File: src/rtl/xmbr_pkg.sv
// ----------------------------------------------------------------------------
// xmbr_pkg: shared types and constants of the block-transfer receiver
// Phase, result kind and link byte codes, the result descriptor passed from
// the protocol core to the output sequencer, and the CRC-16 byte update.
// ----------------------------------------------------------------------------
`default_nettype none

package xmbr_pkg;

    localparam int SECTOR_BYTES = 128;
    localparam logic [6:0] IDX_LAST = 7'(SECTOR_BYTES - 1);

    // configuration register indexes
    localparam logic REG_MAX_ERRORS   = 1'b0;
    localparam logic REG_CRC_ATTEMPTS = 1'b1;

    // link byte codes
    localparam logic [7:0] CH_SOH   = 8'h01;
    localparam logic [7:0] CH_EOT   = 8'h04;
    localparam logic [7:0] CH_ACK   = 8'h06;
    localparam logic [7:0] CH_BS    = 8'h08;
    localparam logic [7:0] CH_NAK   = 8'h15;
    localparam logic [7:0] CH_CAN   = 8'h18;
    localparam logic [7:0] CH_PROBE = 8'h43;

    localparam logic [15:0] CRC_POLY = 16'h1021;

    // discard reasons carried in the byte field
    localparam logic [7:0] DISC_DUP  = 8'h00;
    localparam logic [7:0] DISC_FAIL = 8'h01;

    // input functions
    localparam logic [1:0] FN_START   = 2'd0;
    localparam logic [1:0] FN_BYTE    = 2'd1;
    localparam logic [1:0] FN_TIMEOUT = 2'd2;

    // sequencer positions: A, B, nine CAN, nine BS, limit status
    localparam logic [4:0] POS_A        = 5'd0;
    localparam logic [4:0] POS_B        = 5'd1;
    localparam logic [4:0] POS_BS_FIRST = 5'd11;
    localparam logic [4:0] POS_LIMIT    = 5'd20;

    typedef enum logic [3:0] {
        PH_IDLE,
        PH_HAND,
        PH_HEAD,
        PH_JUNK,
        PH_BLK,
        PH_CMP,
        PH_DATA,
        PH_CRCH,
        PH_CHK
    } phase_t;

    typedef enum logic [2:0] {
        KIND_TX,
        KIND_DATA,
        KIND_COMMIT,
        KIND_DISCARD,
        KIND_DONE,
        KIND_CANCEL,
        KIND_HS_TIMEOUT,
        KIND_LIMIT
    } kind_t;

    // results of one input word: optional A, then optional B, then optional abort tail
    typedef struct packed {
        logic       a_valid;
        kind_t      a_kind;
        logic [7:0] a_byte;
        logic [7:0] a_blk;
        logic       b_valid;
        kind_t      b_kind;
        logic [7:0] b_byte;
        logic [7:0] b_blk;
        logic       tail;
    } desc_t;

    function automatic logic [15:0] crc16_byte(input logic [15:0] crc,
                                               input logic [7:0]  b);
        logic [15:0] c;
        c = crc ^ {b, 8'h00};
        for (int i = 0; i < 8; i++) begin
            if (c[15]) begin
                c = {c[14:0], 1'b0} ^ CRC_POLY;
            end else begin
                c = {c[14:0], 1'b0};
            end
        end
        return c;
    endfunction

endpackage

`default_nettype wire

File: src/rtl/xmbr_core.sv
// ----------------------------------------------------------------------------
// xmbr_core: protocol core
// Input register, session state and one-pass step logic. Each input word
// updates the state and hands one result descriptor to the sequencer.
// ----------------------------------------------------------------------------
`default_nettype none

module xmbr_core (
    input  wire logic            aclk,
    input  wire logic            aresetn,
    input  wire logic            cfg_wr_en,
    input  wire logic            cfg_index,
    input  wire logic [7:0]      cfg_wdata,
    input  wire logic            s_tvalid,
    output logic                 s_tready,
    input  wire logic [1:0]      s_func,
    input  wire logic [7:0]      s_byte,
    output logic                 desc_valid,
    output xmbr_pkg::desc_t      desc,
    input  wire logic            desc_ready
);

    logic       in_valid_reg, in_valid_next;
    logic [1:0] func_reg;
    logic [7:0] byte_reg;
    logic       fire;

    logic [7:0] max_errors_reg, crc_attempts_reg;

    xmbr_pkg::phase_t phase_reg, phase_next;
    logic [7:0]  error_count_reg, error_count_next;
    logic [7:0]  expected_reg, expected_next;
    logic        cancel_reg, cancel_next;
    logic        crc_mode_reg, crc_mode_next;
    logic [7:0]  hdr_blk_reg, hdr_blk_next;
    logic [7:0]  hdr_cmp_reg, hdr_cmp_next;
    logic [6:0]  idx_reg, idx_next;
    logic [15:0] crc_reg, crc_next;
    logic [7:0]  sum_reg, sum_next;
    logic [7:0]  crc_high_reg, crc_high_next;

    xmbr_pkg::desc_t desc_d;

    assign fire       = in_valid_reg && desc_ready;
    assign s_tready   = !in_valid_reg || desc_ready;
    assign desc_valid = fire;
    assign desc       = desc_d;

    always_comb begin
        if (s_tvalid && s_tready) begin
            in_valid_next = 1'b1;
        end else if (fire) begin
            in_valid_next = 1'b0;
        end else begin
            in_valid_next = in_valid_reg;
        end
    end

    always_ff @(posedge aclk) begin
        if (!aresetn) begin
            in_valid_reg <= 1'b0;
        end else begin
            in_valid_reg <= in_valid_next;
        end
        if (s_tvalid && s_tready) begin
            func_reg <= s_func;
            byte_reg <= s_byte;
        end
    end

    always_ff @(posedge aclk) begin
        if (!aresetn) begin
            max_errors_reg   <= 8'd10;
            crc_attempts_reg <= 8'd5;
        end else if (cfg_wr_en) begin
            if (cfg_index == xmbr_pkg::REG_CRC_ATTEMPTS) begin
                crc_attempts_reg <= cfg_wdata;
            end else begin
                max_errors_reg <= cfg_wdata;
            end
        end
    end

    always_ff @(posedge aclk) begin
        if (!aresetn) begin
            phase_reg       <= xmbr_pkg::PH_IDLE;
            error_count_reg <= 8'd0;
            expected_reg    <= 8'd1;
            cancel_reg      <= 1'b0;
            crc_mode_reg    <= 1'b1;
            hdr_blk_reg     <= 8'd0;
            hdr_cmp_reg     <= 8'd0;
            idx_reg         <= 7'd0;
            crc_reg         <= 16'd0;
            sum_reg         <= 8'd0;
            crc_high_reg    <= 8'd0;
        end else if (fire) begin
            phase_reg       <= phase_next;
            error_count_reg <= error_count_next;
            expected_reg    <= expected_next;
            cancel_reg      <= cancel_next;
            crc_mode_reg    <= crc_mode_next;
            hdr_blk_reg     <= hdr_blk_next;
            hdr_cmp_reg     <= hdr_cmp_next;
            idx_reg         <= idx_next;
            crc_reg         <= crc_next;
            sum_reg         <= sum_next;
            crc_high_reg    <= crc_high_next;
        end
    end

    always_comb begin
        logic [7:0]  ec_inc;
        logic [7:0]  probe_ec;
        logic        do_probe;
        logic        do_nak;
        logic        do_hmiss;
        logic        ok;
        logic        begin_blk;

        ec_inc    = (error_count_reg == 8'hFF) ? 8'hFF : error_count_reg + 8'd1;
        probe_ec  = error_count_reg;
        do_probe  = 1'b0;
        do_nak    = 1'b0;
        do_hmiss  = 1'b0;
        ok        = 1'b0;
        begin_blk = 1'b0;

        phase_next       = phase_reg;
        error_count_next = error_count_reg;
        expected_next    = expected_reg;
        cancel_next      = cancel_reg;
        crc_mode_next    = crc_mode_reg;
        hdr_blk_next     = hdr_blk_reg;
        hdr_cmp_next     = hdr_cmp_reg;
        idx_next         = idx_reg;
        crc_next         = crc_reg;
        sum_next         = sum_reg;
        crc_high_next    = crc_high_reg;
        desc_d           = '0;

        unique case (func_reg)
            xmbr_pkg::FN_START: begin
                error_count_next = 8'd0;
                expected_next    = 8'd1;
                cancel_next      = 1'b0;
                hdr_blk_next     = 8'd0;
                hdr_cmp_next     = 8'd0;
                idx_next         = 7'd0;
                crc_next         = 16'd0;
                sum_next         = 8'd0;
                crc_high_next    = 8'd0;
                if (max_errors_reg == 8'd0) begin
                    desc_d.b_valid = 1'b1;
                    desc_d.b_kind  = xmbr_pkg::KIND_HS_TIMEOUT;
                    desc_d.b_blk   = 8'd1;
                    phase_next     = xmbr_pkg::PH_IDLE;
                end else begin
                    do_probe   = 1'b1;
                    probe_ec   = 8'd0;
                    phase_next = xmbr_pkg::PH_HAND;
                end
            end
            xmbr_pkg::FN_BYTE: begin
                unique case (phase_reg)
                    xmbr_pkg::PH_HAND: begin
                        if (byte_reg == xmbr_pkg::CH_SOH) begin
                            error_count_next = 8'd0;
                            cancel_next      = 1'b0;
                            begin_blk        = 1'b1;
                        end else if (byte_reg == xmbr_pkg::CH_CAN && cancel_reg) begin
                            desc_d.b_valid = 1'b1;
                            desc_d.b_kind  = xmbr_pkg::KIND_CANCEL;
                            desc_d.b_blk   = expected_reg;
                            phase_next     = xmbr_pkg::PH_IDLE;
                        end else begin
                            cancel_next = (byte_reg == xmbr_pkg::CH_CAN);
                            do_hmiss    = 1'b1;
                        end
                    end
                    xmbr_pkg::PH_HEAD: begin
                        if (byte_reg == xmbr_pkg::CH_CAN) begin
                            if (cancel_reg) begin
                                desc_d.b_valid = 1'b1;
                                desc_d.b_kind  = xmbr_pkg::KIND_CANCEL;
                                desc_d.b_blk   = expected_reg;
                                phase_next     = xmbr_pkg::PH_IDLE;
                            end else begin
                                cancel_next = 1'b1;
                            end
                        end else begin
                            cancel_next = 1'b0;
                            if (byte_reg == xmbr_pkg::CH_EOT) begin
                                desc_d.a_valid = 1'b1;
                                desc_d.a_kind  = xmbr_pkg::KIND_TX;
                                desc_d.a_byte  = xmbr_pkg::CH_ACK;
                                desc_d.a_blk   = expected_reg;
                                desc_d.b_valid = 1'b1;
                                desc_d.b_kind  = xmbr_pkg::KIND_DONE;
                                desc_d.b_blk   = expected_reg;
                                phase_next     = xmbr_pkg::PH_IDLE;
                            end else if (byte_reg == xmbr_pkg::CH_SOH) begin
                                begin_blk = 1'b1;
                            end else begin
                                phase_next = xmbr_pkg::PH_JUNK;
                            end
                        end
                    end
                    xmbr_pkg::PH_BLK: begin
                        hdr_blk_next = byte_reg;
                        phase_next   = xmbr_pkg::PH_CMP;
                    end
                    xmbr_pkg::PH_CMP: begin
                        hdr_cmp_next = byte_reg;
                        phase_next   = xmbr_pkg::PH_DATA;
                    end
                    xmbr_pkg::PH_DATA: begin
                        desc_d.b_valid = 1'b1;
                        desc_d.b_kind  = xmbr_pkg::KIND_DATA;
                        desc_d.b_byte  = byte_reg;
                        desc_d.b_blk   = hdr_blk_reg;
                        if (crc_mode_reg) begin
                            crc_next = xmbr_pkg::crc16_byte(crc_reg, byte_reg);
                        end else begin
                            sum_next = sum_reg + byte_reg;
                        end
                        if (idx_reg == xmbr_pkg::IDX_LAST) begin
                            idx_next   = 7'd0;
                            phase_next = crc_mode_reg ? xmbr_pkg::PH_CRCH
                                                      : xmbr_pkg::PH_CHK;
                        end else begin
                            idx_next = idx_reg + 7'd1;
                        end
                    end
                    xmbr_pkg::PH_CRCH: begin
                        crc_high_next = byte_reg;
                        phase_next    = xmbr_pkg::PH_CHK;
                    end
                    xmbr_pkg::PH_CHK: begin
                        ok = (hdr_blk_reg == expected_reg)
                          || (hdr_blk_reg == expected_reg - 8'd1);
                        if (hdr_cmp_reg != ~hdr_blk_reg) begin
                            ok = 1'b0;
                        end
                        if (crc_mode_reg) begin
                            if (crc_high_reg != crc_reg[15:8] || byte_reg != crc_reg[7:0]) begin
                                ok = 1'b0;
                            end
                        end else if (byte_reg != sum_reg) begin
                            ok = 1'b0;
                        end
                        desc_d.a_valid = 1'b1;
                        desc_d.a_kind  = xmbr_pkg::KIND_DISCARD;
                        desc_d.a_blk   = hdr_blk_reg;
                        if (!ok) begin
                            desc_d.a_byte = xmbr_pkg::DISC_FAIL;
                            do_nak        = 1'b1;
                        end else begin
                            if (hdr_blk_reg == expected_reg) begin
                                desc_d.a_kind = xmbr_pkg::KIND_COMMIT;
                            end
                            desc_d.a_byte    = xmbr_pkg::DISC_DUP;
                            expected_next    = hdr_blk_reg + 8'd1;
                            error_count_next = 8'd0;
                            desc_d.b_valid   = 1'b1;
                            desc_d.b_kind    = xmbr_pkg::KIND_TX;
                            desc_d.b_byte    = xmbr_pkg::CH_ACK;
                            desc_d.b_blk     = hdr_blk_reg + 8'd1;
                            phase_next       = xmbr_pkg::PH_HEAD;
                        end
                    end
                    default: begin
                    end
                endcase
            end
            xmbr_pkg::FN_TIMEOUT: begin
                unique case (phase_reg)
                    xmbr_pkg::PH_HAND: begin
                        cancel_next = 1'b0;
                        do_hmiss    = 1'b1;
                    end
                    xmbr_pkg::PH_HEAD, xmbr_pkg::PH_JUNK: begin
                        cancel_next = 1'b0;
                        do_nak      = 1'b1;
                    end
                    xmbr_pkg::PH_BLK, xmbr_pkg::PH_CMP, xmbr_pkg::PH_DATA,
                    xmbr_pkg::PH_CRCH, xmbr_pkg::PH_CHK: begin
                        desc_d.a_valid = 1'b1;
                        desc_d.a_kind  = xmbr_pkg::KIND_DISCARD;
                        desc_d.a_byte  = xmbr_pkg::DISC_FAIL;
                        desc_d.a_blk   = hdr_blk_reg;
                        do_nak         = 1'b1;
                    end
                    default: begin
                    end
                endcase
            end
            default: begin
            end
        endcase

        if (begin_blk) begin
            idx_next   = 7'd0;
            crc_next   = 16'd0;
            sum_next   = 8'd0;
            phase_next = xmbr_pkg::PH_BLK;
        end

        if (do_hmiss) begin
            error_count_next = ec_inc;
            if (ec_inc >= max_errors_reg) begin
                desc_d.b_valid = 1'b1;
                desc_d.b_kind  = xmbr_pkg::KIND_HS_TIMEOUT;
                desc_d.b_blk   = expected_reg;
                phase_next     = xmbr_pkg::PH_IDLE;
            end else begin
                do_probe = 1'b1;
                probe_ec = ec_inc;
            end
        end

        if (do_probe) begin
            desc_d.b_valid = 1'b1;
            desc_d.b_kind  = xmbr_pkg::KIND_TX;
            desc_d.b_blk   = expected_next;
            if (probe_ec < crc_attempts_reg) begin
                desc_d.b_byte = xmbr_pkg::CH_PROBE;
                crc_mode_next = 1'b1;
            end else begin
                desc_d.b_byte = xmbr_pkg::CH_NAK;
                crc_mode_next = 1'b0;
            end
        end

        if (do_nak) begin
            error_count_next = ec_inc;
            desc_d.b_valid   = 1'b1;
            desc_d.b_kind    = xmbr_pkg::KIND_TX;
            desc_d.b_byte    = xmbr_pkg::CH_NAK;
            desc_d.b_blk     = expected_reg;
            if (ec_inc >= max_errors_reg) begin
                desc_d.tail = 1'b1;
                phase_next  = xmbr_pkg::PH_IDLE;
            end else begin
                phase_next = xmbr_pkg::PH_HEAD;
            end
        end
    end

    // a word waiting on the sequencer holds in the input register
    a_hold: assert property (@(posedge aclk) disable iff (!aresetn)
        in_valid_reg && !desc_ready |=> in_valid_reg && $stable(func_reg)
            && $stable(byte_reg))
        else $error("input register changed while stalled");

endmodule

`default_nettype wire

File: src/rtl/xmbr_seq.sv
// ----------------------------------------------------------------------------
// xmbr_seq: result sequencer
// Expands one descriptor into its words in the output register, one per
// cycle unless m_ stalls, and takes the next as the final word is loaded.
// ----------------------------------------------------------------------------
`default_nettype none

module xmbr_seq (
    input  wire logic            aclk,
    input  wire logic            aresetn,
    input  wire logic            desc_valid,
    input  wire xmbr_pkg::desc_t desc,
    output logic                 desc_ready,
    output logic                 m_tvalid,
    input  wire logic            m_tready,
    output logic [2:0]           m_kind,
    output logic [7:0]           m_byte,
    output logic [7:0]           m_blk,
    output logic                 m_last
);

    xmbr_pkg::desc_t desc_reg;
    logic            busy_reg, busy_next;
    logic [4:0]      pos_reg, pos_next;
    logic            m_tvalid_reg, m_tvalid_next;
    logic [2:0]      m_kind_reg;
    logic [7:0]      m_byte_reg, m_blk_reg;
    logic            m_last_reg;

    logic            load;
    logic            is_final;
    xmbr_pkg::kind_t item_kind;
    logic [7:0]      item_byte, item_blk;

    assign load       = busy_reg && (!m_tvalid_reg || m_tready);
    assign is_final   = (pos_reg == xmbr_pkg::POS_B && !desc_reg.tail)
                     || (pos_reg == xmbr_pkg::POS_LIMIT);
    assign desc_ready = !busy_reg || (load && is_final);

    always_comb begin
        priority if (pos_reg == xmbr_pkg::POS_A) begin
            item_kind = desc_reg.a_kind;
            item_byte = desc_reg.a_byte;
            item_blk  = desc_reg.a_blk;
        end else if (pos_reg == xmbr_pkg::POS_B) begin
            item_kind = desc_reg.b_kind;
            item_byte = desc_reg.b_byte;
            item_blk  = desc_reg.b_blk;
        end else if (pos_reg < xmbr_pkg::POS_BS_FIRST) begin
            item_kind = xmbr_pkg::KIND_TX;
            item_byte = xmbr_pkg::CH_CAN;
            item_blk  = desc_reg.b_blk;
        end else if (pos_reg < xmbr_pkg::POS_LIMIT) begin
            item_kind = xmbr_pkg::KIND_TX;
            item_byte = xmbr_pkg::CH_BS;
            item_blk  = desc_reg.b_blk;
        end else begin
            item_kind = xmbr_pkg::KIND_LIMIT;
            item_byte = 8'h00;
            item_blk  = desc_reg.b_blk;
        end
    end

    always_comb begin
        busy_next = busy_reg;
        pos_next  = pos_reg;
        if (desc_valid && desc_ready) begin
            busy_next = desc.b_valid;
            pos_next  = desc.a_valid ? xmbr_pkg::POS_A : xmbr_pkg::POS_B;
        end else if (load) begin
            if (is_final) begin
                busy_next = 1'b0;
            end else begin
                pos_next = pos_reg + 5'd1;
            end
        end
        if (load) begin
            m_tvalid_next = 1'b1;
        end else if (m_tready) begin
            m_tvalid_next = 1'b0;
        end else begin
            m_tvalid_next = m_tvalid_reg;
        end
    end

    always_ff @(posedge aclk) begin
        if (!aresetn) begin
            busy_reg     <= 1'b0;
            pos_reg      <= xmbr_pkg::POS_A;
            m_tvalid_reg <= 1'b0;
        end else begin
            busy_reg     <= busy_next;
            pos_reg      <= pos_next;
            m_tvalid_reg <= m_tvalid_next;
        end
        if (desc_valid && desc_ready) begin
            desc_reg <= desc;
        end
        if (load) begin
            m_kind_reg <= item_kind;
            m_byte_reg <= item_byte;
            m_blk_reg  <= item_blk;
            m_last_reg <= is_final;
        end
    end

    assign m_tvalid = m_tvalid_reg;
    assign m_kind   = m_kind_reg;
    assign m_byte   = m_byte_reg;
    assign m_blk    = m_blk_reg;
    assign m_last   = m_last_reg;

    a_tail_pos: assert property (@(posedge aclk) disable iff (!aresetn)
        busy_reg && pos_reg > xmbr_pkg::POS_B |-> desc_reg.tail
            && pos_reg <= xmbr_pkg::POS_LIMIT)
        else $error("abort tail position without tail");

    a_last_mark: assert property (@(posedge aclk) disable iff (!aresetn)
        load && is_final |=> m_tvalid && m_last)
        else $error("final word not marked last");

    a_no_take_busy: assert property (@(posedge aclk) disable iff (!aresetn)
        busy_reg && !load |-> !desc_ready)
        else $error("descriptor taken while words remain");

endmodule

`default_nettype wire

File: src/rtl/xmodem_block_receiver.sv
// ----------------------------------------------------------------------------
// xmodem_block_receiver: receiver side of the block transfer protocol
// Input words are session start, a link byte or a receive timeout; output
// words are bytes to transmit, data bytes, block verdicts and status.
//
// s_ channel: tuser = func, tdata = received byte. One word is taken per
// cycle into an input register while s_tready is high; the next word is
// taken while the previous one's results are still queued, as long as the
// sequencer can take them. m_ channel: tuser = kind, tdata = byte and
// block number, tlast marks the final result of an input word. An input
// word yields 0 to 21 results, one word per cycle from a single output
// register while m_tready is high; a word with one result then sustains
// one per cycle. An accepted word goes through the input and descriptor
// registers to the output register, which a stalled m_ side holds; once
// the input register holds a word the sequencer cannot take, s_tready
// drops until the final word of a descriptor is loaded. Reset (aresetn
// low, synchronous) empties the input and output registers, returns the
// session to idle and loads the defaults (retry limit 10, five CRC probes).
// Config writes are taken at any edge with cfg_wr_en high, out of reset.
`default_nettype none

module xmodem_block_receiver (
    input  wire logic        aclk,
    input  wire logic        aresetn,
    input  wire logic        cfg_wr_en,
    input  wire logic        cfg_index,
    input  wire logic [7:0]  cfg_wdata,
    input  wire logic        s_tvalid,
    output logic             s_tready,
    input  wire logic [7:0]  s_tdata,   // [7:0] rx_byte
    input  wire logic [1:0]  s_tuser,   // [1:0] func
    output logic             m_tvalid,
    input  wire logic        m_tready,
    output logic [15:0]      m_tdata,   // [7:0] out_byte, [15:8] block_number
    output logic [2:0]       m_tuser,   // [2:0] out_kind
    output logic             m_tlast
);

    logic            desc_valid;
    logic            desc_ready;
    xmbr_pkg::desc_t desc;
    logic [7:0]      out_byte, out_blk;

    xmbr_core u_core (
        .aclk       (aclk),
        .aresetn    (aresetn),
        .cfg_wr_en  (cfg_wr_en),
        .cfg_index  (cfg_index),
        .cfg_wdata  (cfg_wdata),
        .s_tvalid   (s_tvalid),
        .s_tready   (s_tready),
        .s_func     (s_tuser),
        .s_byte     (s_tdata),
        .desc_valid (desc_valid),
        .desc       (desc),
        .desc_ready (desc_ready)
    );

    xmbr_seq u_seq (
        .aclk       (aclk),
        .aresetn    (aresetn),
        .desc_valid (desc_valid),
        .desc       (desc),
        .desc_ready (desc_ready),
        .m_tvalid   (m_tvalid),
        .m_tready   (m_tready),
        .m_kind     (m_tuser),
        .m_byte     (out_byte),
        .m_blk      (out_blk),
        .m_last     (m_tlast)
    );

    assign m_tdata = {out_blk, out_byte};

endmodule

`default_nettype wire
File: config.mk
export PLATFORM = sky130hd
export DESIGN_NAME = xmodem_block_receiver
export DESIGN_NICKNAME = d
export VERILOG_FILES = /design/src/rtl/xmbr_pkg.sv /design/src/rtl/xmbr_core.sv /design/src/rtl/xmbr_seq.sv /design/src/rtl/xmodem_block_receiver.sv
export SDC_FILE = /design/constraint.sdc
export NUM_CORES = 1
export LEC_CHECK = 0
export ABC_AREA = 1
export BUFFER_PORTS_ARGS = -buffer_cell sky130_fd_sc_hd__buf_2
export CAP_MARGIN = 20
export CORE_MARGIN = 5
export CORE_UTILIZATION = 60
export CTS_CLUSTER_SIZE = 8
export DETAILED_ROUTE_END_ITERATION = 8
export GPL_TIMING_DRIVEN = 1
export HOLD_SLACK_MARGIN = 0.03
export PLACE_DENSITY = 0.78
export SYNTH_ARGS = -nofsm -noshare
export SYNTH_HDL_FRONTEND = slang
export SYNTH_HIERARCHICAL = 1
export SYNTH_SLANG_ARGS = --single-unit
File: constraint.sdc
create_clock -name aclk -period 4.75 [get_ports aclk]
set_input_delay 0.2375 -clock aclk [delete_from_list [all_inputs] [get_ports aclk]]
set_output_delay 0.2375 -clock aclk [all_outputs]
set_load 0.005 [all_outputs]
==> impl_metrics.yaml <==
outcome:
  outcome: "complete, no violations"
global_route:
  use_met2_pct: 44.5
  overflow: 0
  globalRouteMet1Util_pct: 33.5
  grt_usage_pct: 26.3
  globalRoute.busiestLayer: "met2"
  grt_pass1_vias: 8380
  antenna_found_initial: 0
  grt_pass1_wl_mm: 41.3
  grt_max_degree: 50
  grt_use_met3_pct: 5.15
clock_tree:
  htreeDepth: 4
  clock_sinks: 170
  cts_root_buffer: "clkbuf_16"
  clk_pin_slew_ns: 0.07
  cts_buffers: 17
  clkLatencyLatePin_ns: 0.44
  cts_tree: "built"
  clk_path_buf_depth: 2
routing:
  wl_mm: 25.2
  first_pass_iters: 6
  final_antenna_net_count: 0
  wl_per_cell_um: 15.9
  avgViaCountPerCell: 5.59
  initialDrtViolationCount: 1005
  drc: 0
  vias: 8845
sta:
  worst_pin_slew_ns: 1.05
  finClkSkew_ns: 0.00987
  relSlewSlack_pct: 29.8
  fin_crit_sh_pct: 88.9
  period_needed_ns: 4.22
  hold_viol: 0
  rsz0062_at_grt: "false"
  tns_ns: 0
  max_freq_mhz: 237
  maxSlewViolCount: 0
  setup_viol: 0
yosys:
  syn-instance-count: 1305
  synth.avg_cell_area_um2: 7.59
  ys_seq_area_share_pct: 41.4
  async_flop_share_pct: 0
  yosysMostFrequentCell: "nand2_1"
  synth_flop_cell: "dfxtp_1"
  ys_types: 58
  yosys_warnings: 6
  syn-cell-area_um2: 9900
  ys_ff_latch: 170
  yosysTopAreaCell: "edfxtp_1"
  ys_top_cells_by_area: "edfxtp_1 21%, dfxtp_1 20%, nand2_1 12%"
  yosysTopAreaCellShare_pct: 20.9
  netlist_top_cells_count: "319 x nand2_1, 162 x inv_1, 123 x a21oi_1"
  synth_edf_count: 69
die:
  boundaryPins: 46
  die_w_um: 138
  core_um2: 16400
  dieArea_um2: 19200
  num_rows: 47
  die_height_um: 138
  initial_core_util_pct: 60.3
placement:
  io_buffers: 45
  dp.cells: 1537
  dp_hpwl_mm: 17.8
  gp_congestion: 0.975
setup_path:
  path_max_fanout: 19
  cp.required_ns: 4.94
  cp_slowest_cell: "dfxtp_1"
  critPathLaunch: "u_core/error_count_reg[0]"
  path_class: "reg2reg"
  timing.critical_path.mode_cell: "nor2_1"
  arrival_ns: 4.42
  crit_chain: "ha_1 > nand2_1 > nor2_1 > inv_1 > nor2_1 > inv_1 > nor2_1 > nor3_1 > o22ai_1 > ha_1 > a21o_1 > nor2_1 > nand3_1 > nor2_4 > nor2_4 > inv_4 > o22ai_1 > ha_1 > a21oi_1 > nor2_1 > a211oi_1 > nand2_1 > nand2_1 > nand2_1"
  cp_num_cells: 24
  end_kind: "flop"
  rr_startpoint: "u_core/error_count_reg[0]"
  ff2ff_setup_slack_ns: 0.53
  r2r_end: "u_seq/desc_reg[11]"
  crit_family: "simple AND/OR/NAND/NOR gates"
  start_kind: "flop"
  reg2regPathDepth: 24
  max_stage_delay_ns: 0.40
  crit_buf_inv: 3
worst_hold_path:
  hold_class: "in2reg"
  holdCritStartpoint: "cfg_wdata[3]"
  worstHoldEndpoint: "u_core/max_errors_reg[3]"
  whs_path_depth: 3
cells_and_area:
  drive_above_1_share_pct: 10.8
  area_growth_pct: 10.5
  final_nets: 1407
  antenna_cells: 0
  finalNonFillerCells: 1582
  largest_reg_flops: 39
power:
  p_per_area_nw_per_um2: 311
  ir_drop_uv: 253
  power_leakage_nw: 4.71
run:
  maxCapViolCount: 0
-- layer usage --
| metal | vias up | wire length (um) | share of wire [%] |
|---|---|---|---|
| met2 | 324 | 12000 | 48 |
| met5 | - | 0 | 0 |
| met1 | 4082 | 10900 | 43 |
| met4 | 0 | 737 | 2.9 |
| li1 | 4382 | - | - |
| met3 | 57 | 1540 | 6.1 |
-- worst reg2reg max path, delay by kind of cell (launching register included) --
family	cells	cell delay (ns)
simple gates	13	1.55
compound gates	5	0.88
fa+ha+maj	3	0.81
flops	1	0.40
buf+inv	3	0.34
-- final cells by class --
type / count / area (um^2)
Fill cell: 1416 / 5470
Clock buffer: 17 / 425
Timing Repair Buffer: 66 / 408
Inverter: 190 / 721
Clock inverter: 15 / 163
Multi-Input combinational cell: 904 / 4850
Tap cell: 220 / 275
Sequential cell: 170 / 4090
-- per-stage QoR --
stage	hold slack, ns	instance area, um^2	util, %	power (mW)	worst slack, ns
floorplan	0.336	9920	-	1.92	1.03
global placement	0.414	10200	62.3	2.02	0.612
detailed placement	0.416	10200	62.3	2.03	0.436
CTS	0.0328	10900	66.5	3.41	0.330
global route	0.0451	10900	66.7	3.54	0.124
finish	0.0471	10900	66.7	3.40	0.525
-- power breakdown --
part,internal (mW),switching [mW],total [mW]
clock,0.744,0.643,1.39
combinational,0.130,0.258,0.389
sequential,1.58,0.0479,1.62
total,2.45,0.949,3.40
-- worst max-delay path by stage --
stage / endpoint / slack [ns]
floorplan: u_seq/desc_reg[13] / 1.03
global placement: u_seq/desc_reg[13] / 0.61
detailed placement: u_seq/desc_reg[11] / 0.44
CTS: u_seq/desc_reg[11] / 0.33
global route: u_seq/desc_reg[11] / 0.12
finish: u_seq/desc_reg[11] / 0.53
-- cells in the final DEF (no fill, tap or decap), types with 7 or more instances in the layout --
master and count:
xor2_1 25, buf_2 45, xnor2_1 23, nand4_1 18, o32ai_1 7, inv_2 22
nand2_1 319, inv_1 162, o21ai_0 60, nor2_1 85, dlygate4sd3_1 10, buf_4 11
a21oi_1 123, edfxtp_1 69, clkbuf_16 17, o211ai_1 10, o22ai_1 11, dfxtp_1 101
ha_1 33, nand3_1 80, nor3_1 14, o21ai_1 18
-- cell families after synthesis --
group / synth area share (%)
and+or+nand+nor: 24.7
buffers and inverters: 9.83
xor gates and xnor gates: 4.41
DFF: 41.4
AOI/OAI and AO/OA: 14.3
adders and majority gates: 4.37
muxes: 0.910
other: 0.0379
-- what timing repair did --
item / CTS / global route
hold buffers: 10 / 0
buffers inserted: 0 / 2
endpoints found under the hold margin: 10 / 0
endpoints found under the setup margin: 0 / 4
gates resized for setup: 0 / 2
Note: power is estimated with default switching activity, not from simulation.
